## config.mk

```make
export PLATFORM = sky130hd
export DESIGN_NAME = pac_accum
export DESIGN_NICKNAME = d
export VERILOG_FILES = /design/src/sv/pac_pkg.sv /design/src/sv/pac_accum.sv
export VERILOG_INCLUDE_DIRS = /design/src /design/src/sv
export SDC_FILE = /design/constraint.sdc
export NUM_CORES = 1
export LEC_CHECK = 0
export BUFFER_PORTS_ARGS = -buffer_cell sky130_fd_sc_hd__buf_4
export CELL_PAD_IN_SITES_DETAIL_PLACEMENT = 1
export CELL_PAD_IN_SITES_GLOBAL_PLACEMENT = 1
export CORE_MARGIN = 5
export CORE_UTILIZATION = 41
export DETAILED_ROUTE_END_ITERATION = 8
export GPL_TIMING_DRIVEN = 0
export PLACE_DENSITY = 0.79
export SYNTH_ARGS = -nofsm -noshare
export SYNTH_HDL_FRONTEND = slang
export SYNTH_SLANG_ARGS = --single-unit
```

## constraint.sdc

```tcl
create_clock -name clk -period 5.1 [get_ports clk]
set_clock_uncertainty 0.15 [all_clocks]
set_input_delay 0.255 -clock clk [delete_from_list [all_inputs] [get_ports clk]]
set_output_delay 0.255 -clock clk [all_outputs]
set_load 0.02 [all_outputs]
```

## src/sv/assert_macros.svh

```systemverilog
// Assertion macros shared by the polygon area and convexity block.
`ifndef ASSERT_MACROS_SVH
`define ASSERT_MACROS_SVH

`ifndef ASSERT_OFF

`define PAC_ASSERT_NOW(lbl, clk, rst_n, ante, cons) \
  lbl: assert property (@(posedge clk) disable iff (!rst_n) (ante) |-> (cons)) \
    else $error("%m: assertion failed");

`define PAC_ASSERT_NEXT(lbl, clk, rst_n, ante, cons) \
  lbl: assert property (@(posedge clk) disable iff (!rst_n) (ante) |=> (cons)) \
    else $error("%m: assertion failed");

`else

`define PAC_ASSERT_NOW(lbl, clk, rst_n, ante, cons)

`define PAC_ASSERT_NEXT(lbl, clk, rst_n, ante, cons)

`endif

`endif

```

## src/sv/pac_pkg.sv

```systemverilog
// Types and constants shared by the polygon area and convexity block.
`default_nettype none

package pac_pkg;

  localparam int AREA_W = 44;
  localparam int OUT_W  = 42;

  localparam int X_E1  = 0;
  localparam int X_T1  = 1;
  localparam int X_E2  = 2;
  localparam int X_T2  = 3;
  localparam int X_T3  = 4;
  localparam int NUM_X = 5;

  localparam int NUM_T = 3;

  typedef logic signed [AREA_W-1:0] area_t;

  typedef enum logic [1:0] {
    SIGN_NONE = 2'd0,
    SIGN_POS  = 2'd1,
    SIGN_NEG  = 2'd2
  } sign_t;

  typedef struct packed {
    logic last;
    logic e1_en;
    logic t1_en;
    logic t23_en;
    logic ovf;
  } ctl_t;

  typedef struct packed {
    area_t sum;
    logic  convex;
    logic  ovf;
  } fin_t;

endpackage

`default_nettype wire

```

## src/sv/pac_accum.sv

```systemverilog
// Cross-term and turn-sign stage, shoelace accumulator and final-result register.
`default_nettype none
`include "assert_macros.svh"

module pac_accum #(
  parameter int COORD_BITS = 16,
  localparam int PW = 2 * (COORD_BITS + 1)
) (
  input  wire logic                 clk,
  input  wire logic                 rst_n,
  input  wire logic                 valid_i,
  input  wire logic signed [PW-1:0] pa_i [pac_pkg::NUM_X],
  input  wire logic signed [PW-1:0] pb_i [pac_pkg::NUM_X],
  input  wire pac_pkg::ctl_t        ctl_i,
  output      logic                 take_o,
  output      logic                 fin_valid_o,
  output      pac_pkg::fin_t        fin_o,
  input  wire logic                 fin_take_i
);

  function automatic pac_pkg::sign_t turn_of(input logic signed [PW-1:0] a,
                                             input logic signed [PW-1:0] b);
    pac_pkg::sign_t s;
    if (a > b) begin
      s = pac_pkg::SIGN_POS;
    end else if (a < b) begin
      s = pac_pkg::SIGN_NEG;
    end else begin
      s = pac_pkg::SIGN_NONE;
    end
    return s;
  endfunction

  logic           s3_valid_r;
  pac_pkg::area_t e1_r, e2_r;
  pac_pkg::sign_t sg_r [pac_pkg::NUM_T];
  logic           last3_r, ovf3_r;
  pac_pkg::area_t area_r;
  pac_pkg::sign_t turn_r;
  logic           nc_r;
  logic           fin_valid_r;
  pac_pkg::fin_t  fin_r;

  logic             fin_free, s3_move;
  logic signed [PW:0] de1, de2;
  pac_pkg::area_t   e1_nxt, e2_nxt, sum;
  pac_pkg::sign_t   sg_nxt [pac_pkg::NUM_T];
  pac_pkg::sign_t   turn_nxt;
  logic             nc_nxt;

  assign fin_free = !fin_valid_r || fin_take_i;
  assign s3_move  = s3_valid_r && fin_free;
  assign take_o   = !s3_valid_r || fin_free;

  always_comb begin
    de1 = (PW+1)'(pa_i[pac_pkg::X_E1]) - (PW+1)'(pb_i[pac_pkg::X_E1]);
    de2 = (PW+1)'(pa_i[pac_pkg::X_E2]) - (PW+1)'(pb_i[pac_pkg::X_E2]);
    e1_nxt = ctl_i.e1_en ? pac_pkg::area_t'(de1) : '0;
    e2_nxt = ctl_i.last  ? pac_pkg::area_t'(de2) : '0;
    sg_nxt[0] = ctl_i.t1_en ?
                turn_of(pa_i[pac_pkg::X_T1], pb_i[pac_pkg::X_T1]) : pac_pkg::SIGN_NONE;
    sg_nxt[1] = ctl_i.t23_en ?
                turn_of(pa_i[pac_pkg::X_T2], pb_i[pac_pkg::X_T2]) : pac_pkg::SIGN_NONE;
    sg_nxt[2] = ctl_i.t23_en ?
                turn_of(pa_i[pac_pkg::X_T3], pb_i[pac_pkg::X_T3]) : pac_pkg::SIGN_NONE;
  end

  always_comb begin
    sum      = area_r + e1_r + e2_r;
    turn_nxt = turn_r;
    nc_nxt   = nc_r;
    for (int i = 0; i < pac_pkg::NUM_T; i++) begin
      if (sg_r[i] != pac_pkg::SIGN_NONE) begin
        if (turn_nxt == pac_pkg::SIGN_NONE) begin
          turn_nxt = sg_r[i];
        end else if (turn_nxt != sg_r[i]) begin
          nc_nxt = 1'b1;
        end
      end
    end
  end

  always_ff @(posedge clk) begin
    if (!rst_n) begin
      s3_valid_r <= 1'b0;
    end else if (take_o) begin
      s3_valid_r <= valid_i;
    end
  end

  always_ff @(posedge clk) begin
    if (valid_i && take_o) begin
      e1_r    <= e1_nxt;
      e2_r    <= e2_nxt;
      sg_r    <= sg_nxt;
      last3_r <= ctl_i.last;
      ovf3_r  <= ctl_i.ovf;
    end
  end

  always_ff @(posedge clk) begin
    if (!rst_n) begin
      area_r <= '0;
      turn_r <= pac_pkg::SIGN_NONE;
      nc_r   <= 1'b0;
    end else if (s3_move) begin
      if (last3_r) begin
        area_r <= '0;
        turn_r <= pac_pkg::SIGN_NONE;
        nc_r   <= 1'b0;
      end else begin
        area_r <= sum;
        turn_r <= turn_nxt;
        nc_r   <= nc_nxt;
      end
    end
  end

  always_ff @(posedge clk) begin
    if (!rst_n) begin
      fin_valid_r <= 1'b0;
    end else if (s3_move && last3_r) begin
      fin_valid_r <= 1'b1;
    end else if (fin_take_i) begin
      fin_valid_r <= 1'b0;
    end
  end

  always_ff @(posedge clk) begin
    if (s3_move && last3_r) begin
      fin_r.sum    <= sum;
      fin_r.convex <= !nc_nxt;
      fin_r.ovf    <= ovf3_r;
    end
  end

  assign fin_valid_o = fin_valid_r;
  assign fin_o       = fin_r;

  `PAC_ASSERT_NEXT(a_fin_hold, clk, rst_n, fin_valid_r && !fin_take_i,
                   fin_valid_r && $stable(fin_r))
  `PAC_ASSERT_NEXT(a_state_clear, clk, rst_n, s3_move && last3_r,
                   area_r == '0 && turn_r == pac_pkg::SIGN_NONE && !nc_r)

endmodule

`default_nettype wire

```

==> impl_metrics.env <==
export IMPL_status="finished, final reports clean"
export IMPL_cp_required_ns=5.16
export IMPL_rows=71
export IMPL_vdd_drop_max_mv=0.258
export IMPL_critical_path_class="reg -> reg"
export IMPL_async_reset_ff_frac=0
export IMPL_dpl_hpwl_microns=43300
export IMPL_yosysUniqueCellTypes=85
export IMPL_crit_arrival_ns=4.21
export IMPL_fin_area_sq_um=19900
export IMPL_cts_buffers=17
export IMPL_grt_busiest_layer="met2"
export IMPL_route_detailed_drc=0
export IMPL_power_density_nw_per_um2=290
export IMPL_die_area_sq_um=42000
export IMPL_hp_class="in -> reg"
export IMPL_max_freq_mhz=241
export IMPL_postRouteAntennaNets=0
export IMPL_ff_latch_area_sq_um=4700
export IMPL_groute_usage_overall=0.237
export IMPL_io_buffers=396
export IMPL_clk_pin_slew_worst_paths_ns=0.07
export IMPL_setup_tns_ns=0
export IMPL_ios=397
export IMPL_cts_buffer_depth=2
export IMPL_place_inst=2612
export IMPL_cts_tree="built"
export IMPL_drive_above_1_share=0.214
export IMPL_post_dp_cell_area_sq_um=19200
export IMPL_ys_ff_latch=173
export IMPL_multi_input_area_sq_um=9910
export IMPL_vias=14200
export IMPL_place_gp_congestion=0.900
export IMPL_cts_htree_levels=4
export IMPL_end_kind="flop"
export IMPL_drtIter0Drc=454
export IMPL_grt_pass1_vias=15200
export IMPL_clock_sinks=173
export IMPL_antennaDiodeCount=0
export IMPL_nFillCells=4439
export IMPL_cp_max_fo=10
export IMPL_post_drt_wl_per_cell_microns=19.1
export IMPL_drv_slew=0
export IMPL_syn_nets=2311
export IMPL_final_nets=2733
export IMPL_slew_headroom=0.235
export IMPL_synth_most_common_cell="ha_1"
export IMPL_max_cap_violations=0
export IMPL_grt_pass1_wl_microns=79500
export IMPL_syn_area_sq_um=15600
export IMPL_ys_warn_count=0
export IMPL_setup_viol=0
export IMPL_antenna_found_initial=0
export IMPL_start_kind="flop"
export IMPL_gr_total_overflow=0
export IMPL_via_per_inst=5.36
export IMPL_synth_edf_count=124
export IMPL_synth_main_ff_cell="edfxtp_1"
export IMPL_met1_usage=0.308
export IMPL_final_cell_count_no_fill=2649
export IMPL_min_period_ns=4.15
export IMPL_postCtsSetupBuffers=0
export IMPL_finalHoldWorstSlack_ns=0.0271
export IMPL_clock_latency_ns=0.44
export IMPL_synth_top_cell_by_area="edfxtp_1"
export IMPL_min_period_over_period=0.815
export IMPL_gr_usage_met3=0.0431
export IMPL_hold_viol=0
export IMPL_synth_cells=1703
export IMPL_netlist_area_leader_share=0.239
export IMPL_synthTopCellsByCount="ha_1, inv_1, edfxtp_1, nor2_1, a21oi_1"
export IMPL_syn_to_final_growth_pct=27.8
export IMPL_routed_wl_microns=50600
export IMPL_rsz0062_at_grt="no"
export IMPL_p_leak_nw=9.74
export IMPL_die_x_microns=205
export IMPL_design_core_area_sq_um=37600
export IMPL_gr_usage_met2=0.406
export IMPL_r2r_slack_ns=0.95
export IMPL_initial_core_util=0.414
export IMPL_ys_top_cells_by_area="edfxtp_1, ha_1, dfxtp_1"
export IMPL_die_height_microns=205
export IMPL_cts_root_buf="clkbuf_16"
export IMPL_total_power_mw=5.77
export IMPL_first_pass_iters=5
export IMPL_post_synth_cell_area_avg_sq_um=9.14
export IMPL_grt_max_degree=76
export IMPL_tightest_slew_ns=1.14
export IMPL_synth_seq_area_share=0.302
==> layout make-up <==
class | count | share of cell area
clock inverters | 14 | 0.00905
multi-input cells | 1272 | 0.498
flip-flops and latches | 173 | 0.236
inverters | 212 | 0.0400
plain buffers | 46 | 0.00893
clock buffers | 18 | 0.0216
well taps | 511 | 0.0321
repair buffers | 403 | 0.154
==> cells by family (layout without fill, tap and decap cells) <==
logic type,count (synthesis),count (layout),share of synthesized area
AND/OR/NAND/NOR,433,433,0.138
XOR/XNOR,91,91,0.0512
adder cells (fa/ha/maj),259,259,0.230
flip-flops,173,173,0.302
multiplexers,10,10,0.00651
buffers and inverters,258,693,0.0625
AO/OA/AOI/OAI,479,479,0.210
==> through the flow <==
stage / worst slack, ns / util
floorplan: 1.33 / -
global placement: 0.707 / 0.511
detailed placement: 0.921 / 0.512
CTS: 0.895 / 0.530
global route: 0.741 / 0.530
finish: 0.945 / 0.530
==> cells in the final DEF (no fill, tap or decap), types with 16 or more instances in the layout <==
cell	netlist	routed
nand2b_1	16	16
nor2_1	124	123
nand4_1	46	46
buf_4	0	396
clkbuf_16	0	17
clkbuf_1	42	43
nor2b_1	38	38
xnor2_1	49	49
xor2_1	42	42
edfxtp_1	124	124
o21ai_0	68	68
nand3_1	21	21
a21oi_1	119	119
a22oi_1	20	20
inv_1	211	211
ha_1	213	213
nand2_1	99	99
a22o_1	19	19
dfxtp_1	49	49
nor3_1	21	21
fa_1	46	46
a21o_1	96	96
o21a_1	24	24
==> layer usage <==
| layer | up-vias | part of all wire |
|---|---|---|
| met1 | 6866 | 0.45 |
| li1 | 6943 | - |
| met3 | 62 | 0.053 |
| met4 | 0 | 0.022 |
| met2 | 338 | 0.48 |
| met5 | - | 0 |
==> worst max-delay path, stage by stage, from the launching register on <==
cell	delay, ns
edfxtp_1	0.81
fa_1	0.53
ha_1	0.30
clkbuf_1	0.21
a21oi_1	0.21
o211ai_1	0.10
and3_1	0.20
or4_1	0.40
o21ai_1	0.10
a21oi_1	0.07
and2_1	0.22
or4_1	0.49
nor2b_1	0.13
==> sequential cells by signal, summed over array words and instances (netlist names) <==
name,count
fin_o,46
area_r,44
e1_r,35
e2_r,35
sg_r,6
turn_r,2
fin_valid_o,1
last3_r,1
nc_r,1
ovf3_r,1
s3_valid_r,1
==> final timing paths <==
path         startpoint    endpoint  cells past startpoint
max            e1_r[34]   fin_o[45]                     12
min          fin_take_i  s3_valid_r                      3
max reg2reg    e1_r[34]   fin_o[45]                     12
min reg2reg      ovf3_r    fin_o[0]                      0
==> power by group <==
part	switching [mW]	internal (mW)	leakage, nW
Sequential	0.0986	1.74	1.61
Clock	0.590	0.782	0.298
Combinational	1.50	1.06	7.83
==> timing repair <==
| action | CTS | global route |
|---|---|---|
| hold buffers | 5 | 0 |
| resized for setup | 0 | 0 |
| hold endpoints to repair | 8 | 0 |
Power figures use the tool's default switching activity.
