**src/sv/assert_macros.svh**
```systemverilog
// Assertion macros shared by the polygon area and convexity block.
`ifndef ASSERT_MACROS_SVH
`define ASSERT_MACROS_SVH

`ifndef ASSERT_OFF

`define PAC_ASSERT_NOW(lbl, clk, rst_n, ante, cons) \
  lbl: assert property (@(posedge clk) disable iff (!rst_n) (ante) |-> (cons)) \
    else $error("%m: assertion failed");

`define PAC_ASSERT_NEXT(lbl, clk, rst_n, ante, cons) \
  lbl: assert property (@(posedge clk) disable iff (!rst_n) (ante) |=> (cons)) \
    else $error("%m: assertion failed");

`else

`define PAC_ASSERT_NOW(lbl, clk, rst_n, ante, cons)

`define PAC_ASSERT_NEXT(lbl, clk, rst_n, ante, cons)

`endif

`endif

```
**src/sv/pac_pkg.sv**
```systemverilog
// Types and constants shared by the polygon area and convexity block.
`default_nettype none

package pac_pkg;

  localparam int AREA_W = 44;
  localparam int OUT_W  = 42;

  localparam int X_E1  = 0;
  localparam int X_T1  = 1;
  localparam int X_E2  = 2;
  localparam int X_T2  = 3;
  localparam int X_T3  = 4;
  localparam int NUM_X = 5;

  localparam int NUM_T = 3;

  typedef logic signed [AREA_W-1:0] area_t;

  typedef enum logic [1:0] {
    SIGN_NONE = 2'd0,
    SIGN_POS  = 2'd1,
    SIGN_NEG  = 2'd2
  } sign_t;

  typedef struct packed {
    logic last;
    logic e1_en;
    logic t1_en;
    logic t23_en;
    logic ovf;
  } ctl_t;

  typedef struct packed {
    area_t sum;
    logic  convex;
    logic  ovf;
  } fin_t;

endpackage

`default_nettype wire

```
**src/sv/pac_out.sv**
```systemverilog
// Magnitude of the shoelace sum and the result output register.
`default_nettype none
`include "assert_macros.svh"

module pac_out (
  input  wire logic                      clk,
  input  wire logic                      rst_n,
  input  wire logic                      fin_valid_i,
  input  wire pac_pkg::fin_t             fin_i,
  output      logic                      fin_take_o,
  output      logic                      out_valid,
  input  wire logic                      out_ready,
  output      logic [pac_pkg::OUT_W-1:0] out_twice_area,
  output      logic                      out_is_convex,
  output      logic                      out_overflow
);

  logic                      out_valid_r;
  logic [pac_pkg::OUT_W-1:0] area_r;
  logic                      convex_r, ovf_r;
  pac_pkg::area_t            mag;

  assign fin_take_o = !out_valid_r || out_ready;

  always_comb begin
    mag = fin_i.sum[pac_pkg::AREA_W-1] ? (~fin_i.sum + pac_pkg::area_t'(1)) : fin_i.sum;
  end

  always_ff @(posedge clk) begin
    if (!rst_n) begin
      out_valid_r <= 1'b0;
    end else if (fin_take_o) begin
      out_valid_r <= fin_valid_i;
    end
  end

  always_ff @(posedge clk) begin
    if (fin_valid_i && fin_take_o) begin
      area_r   <= mag[pac_pkg::OUT_W-1:0];
      convex_r <= fin_i.convex;
      ovf_r    <= fin_i.ovf;
    end
  end

  assign out_valid      = out_valid_r;
  assign out_twice_area = area_r;
  assign out_is_convex  = convex_r;
  assign out_overflow   = ovf_r;

  `PAC_ASSERT_NEXT(a_fin_to_out, clk, rst_n, fin_valid_i && fin_take_o, out_valid_r)

endmodule

`default_nettype wire

```
**config.mk**
```make
export PLATFORM = sky130hd
export DESIGN_NAME = pac_out
export DESIGN_NICKNAME = d
export VERILOG_FILES = /design/src/sv/pac_pkg.sv /design/src/sv/pac_out.sv
export VERILOG_INCLUDE_DIRS = /design/src /design/src/sv
export SDC_FILE = /design/constraint.sdc
export NUM_CORES = 1
export LEC_CHECK = 0
export BUFFER_PORTS_ARGS = -buffer_cell sky130_fd_sc_hd__buf_2
export CORE_ASPECT_RATIO = 0.6
export CORE_MARGIN = 2
export CORE_UTILIZATION = 40
export DETAILED_ROUTE_END_ITERATION = 6
export GPL_TIMING_DRIVEN = 1
export PLACE_DENSITY = 0.77
export SYNTH_ARGS = -nofsm -noshare
export SYNTH_HDL_FRONTEND = slang
export SYNTH_SLANG_ARGS = --single-unit
```
**constraint.sdc**
```tcl
create_clock -name clk -period 2 [get_ports clk]
set_input_delay 0.3 -clock clk [delete_from_list [all_inputs] [get_ports clk]]
set_output_delay 0.3 -clock clk [all_outputs]
set_load 0.005 [all_outputs]
```
==> key figures, run 1 <==
Synth
  • Syn nets: 272
  • Mux cell area share after synthesis: 0%
  • Register bit total from synthesis: 45
  • Synthesis Warnings: 0
  • Synth top area share: 48.96%
  • Synth Area in Adders: less than 1%
  • Synth Area per Inst: roughly 12 um^2
  • Post-synth EDFFs: 44
  • Synth Area in Simple Gates: 15.48%
  • Cell taking the most area after synthesis: edfxtp_1
  • Post-Synth XOR/XNOR Area: a little under an eighth
  • Dominant synthesized flop cell: edfxtp_1
  • Netlist Area Pre-Place: 0.002699 mm^2
  • Register area share after synthesis: slightly below 50%
  • Post-Synthesis Cells: between 200 and 250
  • Ranking of synthesized cells by area: edfxtp_1 (49%), xnor2_1 (11%), o41ai_2 (6.0%), o31ai_1 (4.2%), nor2b_1 (2.1%)
  • Netlist cell types: 43
  • Largest family of logic cells by synthesized area: compound AO/OA/AOI/OAI gates
  • FFs w/ async S/R, synth: 0%
  • Compound-gate portion of the synthesized area: about a fifth

Layout
  • Highest-count cells in the layout ignoring fill and taps: buf_2 (92), edfxtp_1 (44), buf_4 (42)
  • Synth-to-layout area growth: 42.14%
  • Final instance area: 0.003836 mm^2
  • Commonest non-fill, non-tap cell in the layout: buf_2
  • Layout cells sized above 1: 48.88%
  • Layout net count: 408
  • Ant diodes: 0

Timing
  • Fin worst setup slack: slightly above 60 ps
  • Relative slew slack: 64.81%
  • RSZ-0062 raised after global routing: false
  • Clk_skew: 7.125 ps
  • Max Clk Rate: slightly above 500 MHz
  • Post-route minimum period: just under 2000 ps
  • Final setup vio count: 0
  • Final Hold Fails: 0
  • Slew @ Worst Pin: 523.1 ps
  • Final slew viol count: 0
  • Tcrit/Tclk final: 96.88%

Setup path
  • Crit path capture type: flop
  • CP Cell Sequence: buf_2, or4_4, nand2b_1, buf_4, o31ai_1, buf_4, xnor2_1
  • Reg2reg setup slack: between 800 and 900 ps
  • Worst-path fanout max: 7
  • CP max stage delay: 550 ps
  • Crit path top cell by count: buf_4
  • CP arrival: roughly 2000 ps
  • Reg-to-Reg Start: out_valid$_SDFFE_PN0N_
  • Startpoint Class: primary input
  • CP Data Required Time: around 2100 ps
  • Worst reg2reg path depth: 3
  • FF-to-FF End: out_twice_area[22]$_DFFE_PP_
  • Critical path class: primary input to flop
  • Worst path slowest cell: or4_4

Power
  • Power Density: 601.7 mW/mm^2
  • Leak Pwr: 1.483 nW
  • IR drop worst, VDD: 290.3 uV

Place
  • RePlAce Congestion: just under 0.9
  • Half-perimeter wire length after placement: 5359 um
  • IO Port Bufs: 94
  • Placed inst area: 0.003612 mm^2
  • Place WS: -445.9 ps

GRT
  • Vias in the first global route: 2174
  • Largest net degree at the start of global routing: 45
  • Initial antenna violation count: 0
  • GRT Resource Usage Total: between 10% and 20%
  • Congestion Overflow GR: 0
  • First-pass GRT wire length: about 11000 um

Detailed routing
  • Vias: between 2000 and 2500
  • # DRC: 0
  • Drt first-iter violations: 77
  • First-pass DRT Iterations: 4
  • Wire length per cell: 15.69 um
  • Antenna viol nets, final: 0
  • Total wire length: ~7000 um
  • Vias per inst: 5.353

Clock tree
  • CTS tree: done
  • H-tree Lvls: 2
  • Worst-Skew Late Latency: 300 ps
  • Deepest clock path buffer count: 2
  • Clock sink total: 45
  • Worst-path clk slew: 80 ps
  • CTS root buf: clkbuf_8
  • CTS buffer count: 5

Worst hold path
  • Hold path depth: 1
  • Hold Crit Class: primary input to flop
  • Hold Crit Start: fin_i[0]
  • Hold worst-path end: out_overflow$_DFFE_PP_

Die
  • Core area: 0.006590 mm^2
  • Num rows: 23
  • Die height: 67.63 um
  • Initial Util: 40.95%
  • Ports: 96
  • Die ar.: roughly 0.0074 mm^2
  • Die width: 110.0 um

Run
  • MaxCap Viol Count: 0

Run status
  • Status: finished, final reports clean
## cell families (layout without fill, tap and decap cells)
logic type,count (synthesis),count (layout)
xor gates and xnor gates,35,35
AOI/OAI and AO/OA,54,54
buffers and inverters,18,155
and+or+nand+nor,68,68
adders and majority gates,1,1
DFF,45,45
## sequential cells by signal, indices dropped and copies added (netlist names)
| signal | count |
|---|---|
| out_is_convex | 1 |
| out_overflow | 1 |
| out_twice_area | 42 |
| out_valid | 1 |
## metal layers
layer	GRT usage, %	up-vias	share of wire (%)
met3	5.405	12	8.7
met5	0	-	0
li1	-	1143	-
met2	28.83	90	43
met1	26.81	1137	47
met4	5.380	0	1.2
## power breakdown
group	internal (mW)	switching, mW
clock	0.408	0.309
sequential	1.13	0.0175
combinational	0.223	0.220
total	1.76	0.547
## cell type report
class,count,area [um^2]
Multi-Input combinational cell,158,1349
Sequential cell,45,1341
Clock buffer,7,86.33
Fill cell,577,2754
Inverter,6,40.04
Tap cell,87,108.9
Timing Repair Buffer,141,880.8
Clock inverter,1,30.03
## cell usage after synthesis, types with 4 or more instances
| cell | instances |
|---|---|
| inv_1 | 6 |
| o31ai_1 | 15 |
| o41ai_2 | 10 |
| buf_1 | 4 |
| nor2b_1 | 9 |
| o21ai_0 | 7 |
| xnor2_1 | 35 |
| nor3_1 | 5 |
| a211oi_1 | 4 |
| or3_1 | 6 |
| nor2_1 | 6 |
| nor4_1 | 7 |
| nand3_1 | 8 |
| edfxtp_1 | 44 |
| o211ai_1 | 4 |
| nand2b_1 | 5 |
| nand2_1 | 5 |
## worst max-delay path, delay by kind of cell
kind | cells | cell delay, ps
AOI/OAI and AO/OA | 1 | 300
xor gates and xnor gates | 1 | 50
buffers and inverters | 3 | 500
and+or+nand+nor | 2 | 840
## how the worst max path moves through the flow
stage	start	end	slack (ps)	cells past startpoint
after floorplan	fin_i[2]	out_twice_area[14]$_DFFE_PP_	-80	8
after global placement	fin_i[2]	out_twice_area[18]$_DFFE_PP_	-310	8
after detailed placement	fin_i[2]	out_twice_area[14]$_DFFE_PP_	-450	8
after CTS	fin_i[2]	out_twice_area[14]$_DFFE_PP_	20	8
after global routing	fin_i[20]	out_twice_area[29]$_DFFE_PP_	2	7
final	fin_i[20]	out_twice_area[29]$_DFFE_PP_	60	7
## timing repair
item,in CTS,in global routing
buffers inserted,2,0
pin swaps,2,1
setup endpoints to repair,6,3
gates cloned,0,0
hold buffers,0,0
gates resized for setup,12,1
## metrics by stage
stage,TNS [ps],util [%],total power [mW],hold slack (ps),instances
CTS,0,58.04,2.335,165.6,445
global placement,-5263,54.81,1.588,483.1,435
global route,0,58.21,2.427,156.6,445
finish,0,58.21,2.308,174.8,445
floorplan,-600.0,-,1.364,398.9,221
detailed placement,-6298,54.81,1.602,481.7,435
Power figures use the tool's default switching activity.
==> run 2, diff against run 1 <==
--- a/config.mk
+++ b/config.mk
@@ -13,6 +13,7 @@
 export DETAILED_ROUTE_END_ITERATION = 6
 export GPL_TIMING_DRIVEN = 1
 export PLACE_DENSITY = 0.77
+export REMOVE_ABC_BUFFERS = 1
 export SYNTH_ARGS = -nofsm -noshare
 export SYNTH_HDL_FRONTEND = slang
 export SYNTH_SLANG_ARGS = --single-unit
==> run 2 against run 1 <==
  * Combinational power about the same
  * First-iteration DRC count up 130%
  * Critical endpoint is now out_twice_area[18]$_DFFE_PP_
  * Fmax shrank 2.1%
==> key figures, run 2 (same netlist as run 1, synthesis figures left out) <==
Run status
  • Status: finished, final reports clean

Clock tree
  • CTS tree: done
  • CTS buffer count: 5
  • Deepest clock path buffer count: 2
  • Clock sink total: 45
  • Worst-Skew Late Latency: 300 ps
  • H-tree Lvls: 2
  • CTS root buf: clkbuf_8
  • Worst-path clk slew: approximately 80 ps
  • Hold Buf Count CTS: 0

Detailed routing
  • First-pass DRT Iterations: 4
  • Vias: 2359
  • Wire length per cell: 16.60 um
  • Vias per inst: 5.301
  • # DRC: 0
  • Antenna viol nets, final: 0
  • Total wire length: between 7000 and 8000 um
  • Drt first-iter violations: 176

Die
  • Die ar.: between 0.007 and 0.008 mm^2
  • Core area: 0.006590 mm^2
  • Ports: 96
  • Die height: 67.63 um
  • Initial Util: between 40 and 50%
  • Num rows: 23
  • Die width: 110.0 um

Layout
  • Commonest non-fill, non-tap cell in the layout: buf_2
  • Highest-count cells in the layout ignoring fill and taps: buf_2 (94), edfxtp_1 (44), buf_4 (43)
  • Synth-to-layout area growth: 39.64%
  • Layout net count: around 400
  • Max FFs per register: 42
  • Ant diodes: 0
  • Filler cell count: 567
  • Layout cells sized above 1: 48.04%

Timing
  • Setup_tns: 0 ps
  • RSZ-0062 raised after global routing: true
  • Hold WS: 176.3 ps
  • Fin worst setup slack: between 20 and 25 ps
  • Post-route minimum period: between 1500 and 2000 ps
  • Final Hold Fails: 0
  • Relative slew slack: 71.15%
  • Max Clk Rate: roughly 500 MHz
  • Tcrit/Tclk final: a little under 100%
  • Slew @ Worst Pin: 428.9 ps
  • Final setup vio count: 0
  • Final slew viol count: 0
  • Clk_skew: approximately 11 ps

Run
  • MaxCap Viol Count: 0

Setup path
  • CP Launch Point: fin_i[3]
  • Startpoint Class: primary input
  • Setup crit end: out_twice_area[18]$_DFFE_PP_
  • CP arrival: 2030 ps
  • CP max stage delay: 520 ps
  • Reg-to-Reg Start: out_valid$_SDFFE_PN0N_
  • Reg2reg setup slack: between 800 and 900 ps
  • Worst path slowest cell: or4_4
  • CP Data Required Time: 2050 ps
  • CP Cell Sequence: buf_2, inv_2, ha_4, or3b_4, or4_4, buf_12, o41ai_4, xnor2_1
  • FF-to-FF End: out_twice_area[33]$_DFFE_PP_
  • Critical path class: primary input to flop
  • Worst-path fanout max: 7
  • Worst reg2reg path depth: 3
  • Crit path capture type: flop

GRT
  • Largest net degree at the start of global routing: 45
  • Vias in the first global route: 2211
  • GRT Resource Usage Total: approximately 20%
  • Congestion Overflow GR: 0
  • First-pass GRT wire length: 11030 um
  • Initial antenna violation count: 0

Worst hold path
  • Hold Crit Class: primary input to flop

Place
  • IO Port Bufs: 94
  • RePlAce Congestion: 0.8212
  • Place WS: -392.8 ps
  • Half-perimeter wire length after placement: between 5000 and 6000 um

Power
  • IR drop worst, VDD: 310.1 uV
  • Power Density: 602.4 mW/mm^2
  • Leak Pwr: 1.435 nW
[run 2: cell count changes in the layout (fill, tap and decap cells not counted), moves of 2 or more]
cell / delta
buf_6: -4
o31ai_2: -3
buf_2: +2
inv_2: +2
o31ai_1: +2
o41ai_2: +2
o41ai_4: -2
[run 2: area by class of cell]
type                    instances  area (um^2)  share of cell area [%]
flip-flops and latches         45         1341                   35.59
multi-input cells             159         1336                   35.46
repair buffers                140        853.3                   22.64
well taps                      87        108.9                   2.888
clock buffers                   6        72.57                   1.926
clock inverters                 2        33.78                  0.8964
inverters                       6        22.52                  0.5976
[run 2: stage by stage]
step | power [mW] | util (%) | instances | area (um^2)
3_5_place_dp | 1.598 | 53.86 | 434 | 3550
4_1_cts | 2.286 | 56.29 | 443 | 3710
6_report | 2.270 | 57.19 | 445 | 3769
3_3_place_gp | 1.584 | 53.86 | 434 | 3550
5_1_grt | 2.393 | 57.19 | 445 | 3769
2_1_floorplan | 1.346 | - | 209 | 2614
[run 2: critical path, delay by kind of cell]
family | cells | cell delay (ps)
and+or+nand+nor | 2 | 920
buffers and inverters | 3 | 370
AOI/OAI and AO/OA | 1 | 220
adders and majority gates | 1 | 130
xor gates and xnor gates | 1 | 90
[run 2: power by group]
part           internal [mW]  total [mW]  switching (mW)
clock network          0.369       0.679           0.310
logic                  0.220       0.440           0.220
registers               1.13        1.15          0.0194
[run 2: per-layer routing]
layer	global-route usage [%]	share of wire, %	vias to the layer above
li1	-	-	1149
met1	27.40	45	1109
met2	30.83	44	94
met3	5.792	10	7
met4	6.487	1.0	0
met5	0	0	-
[run 2: how the worst min path moves through the flow]
| stage | slack (ps) | to | cells after the start | startpoint |
|---|---|---|---|---|
| global placement | 480 | out_is_convex$_DFFE_PP_ | 1 | fin_i[1] |
| finish | 180 | out_overflow$_DFFE_PP_ | 1 | fin_i[0] |
| global route | 160 | out_overflow$_DFFE_PP_ | 1 | fin_i[0] |
| CTS | 170 | out_overflow$_DFFE_PP_ | 1 | fin_i[0] |
| detailed placement | 480 | out_overflow$_DFFE_PP_ | 1 | fin_i[0] |
| floorplan | 400 | out_is_convex$_DFFE_PP_ | 0 | fin_i[1] |
[run 2: timing repair]
item / CTS / global route
resized for setup: 4 / 8
endpoints found under the setup margin: 8 / 15
gates cloned: 0 / 1
buffers inserted: 1 / 1
endpoints found under the hold margin: 0 / 0
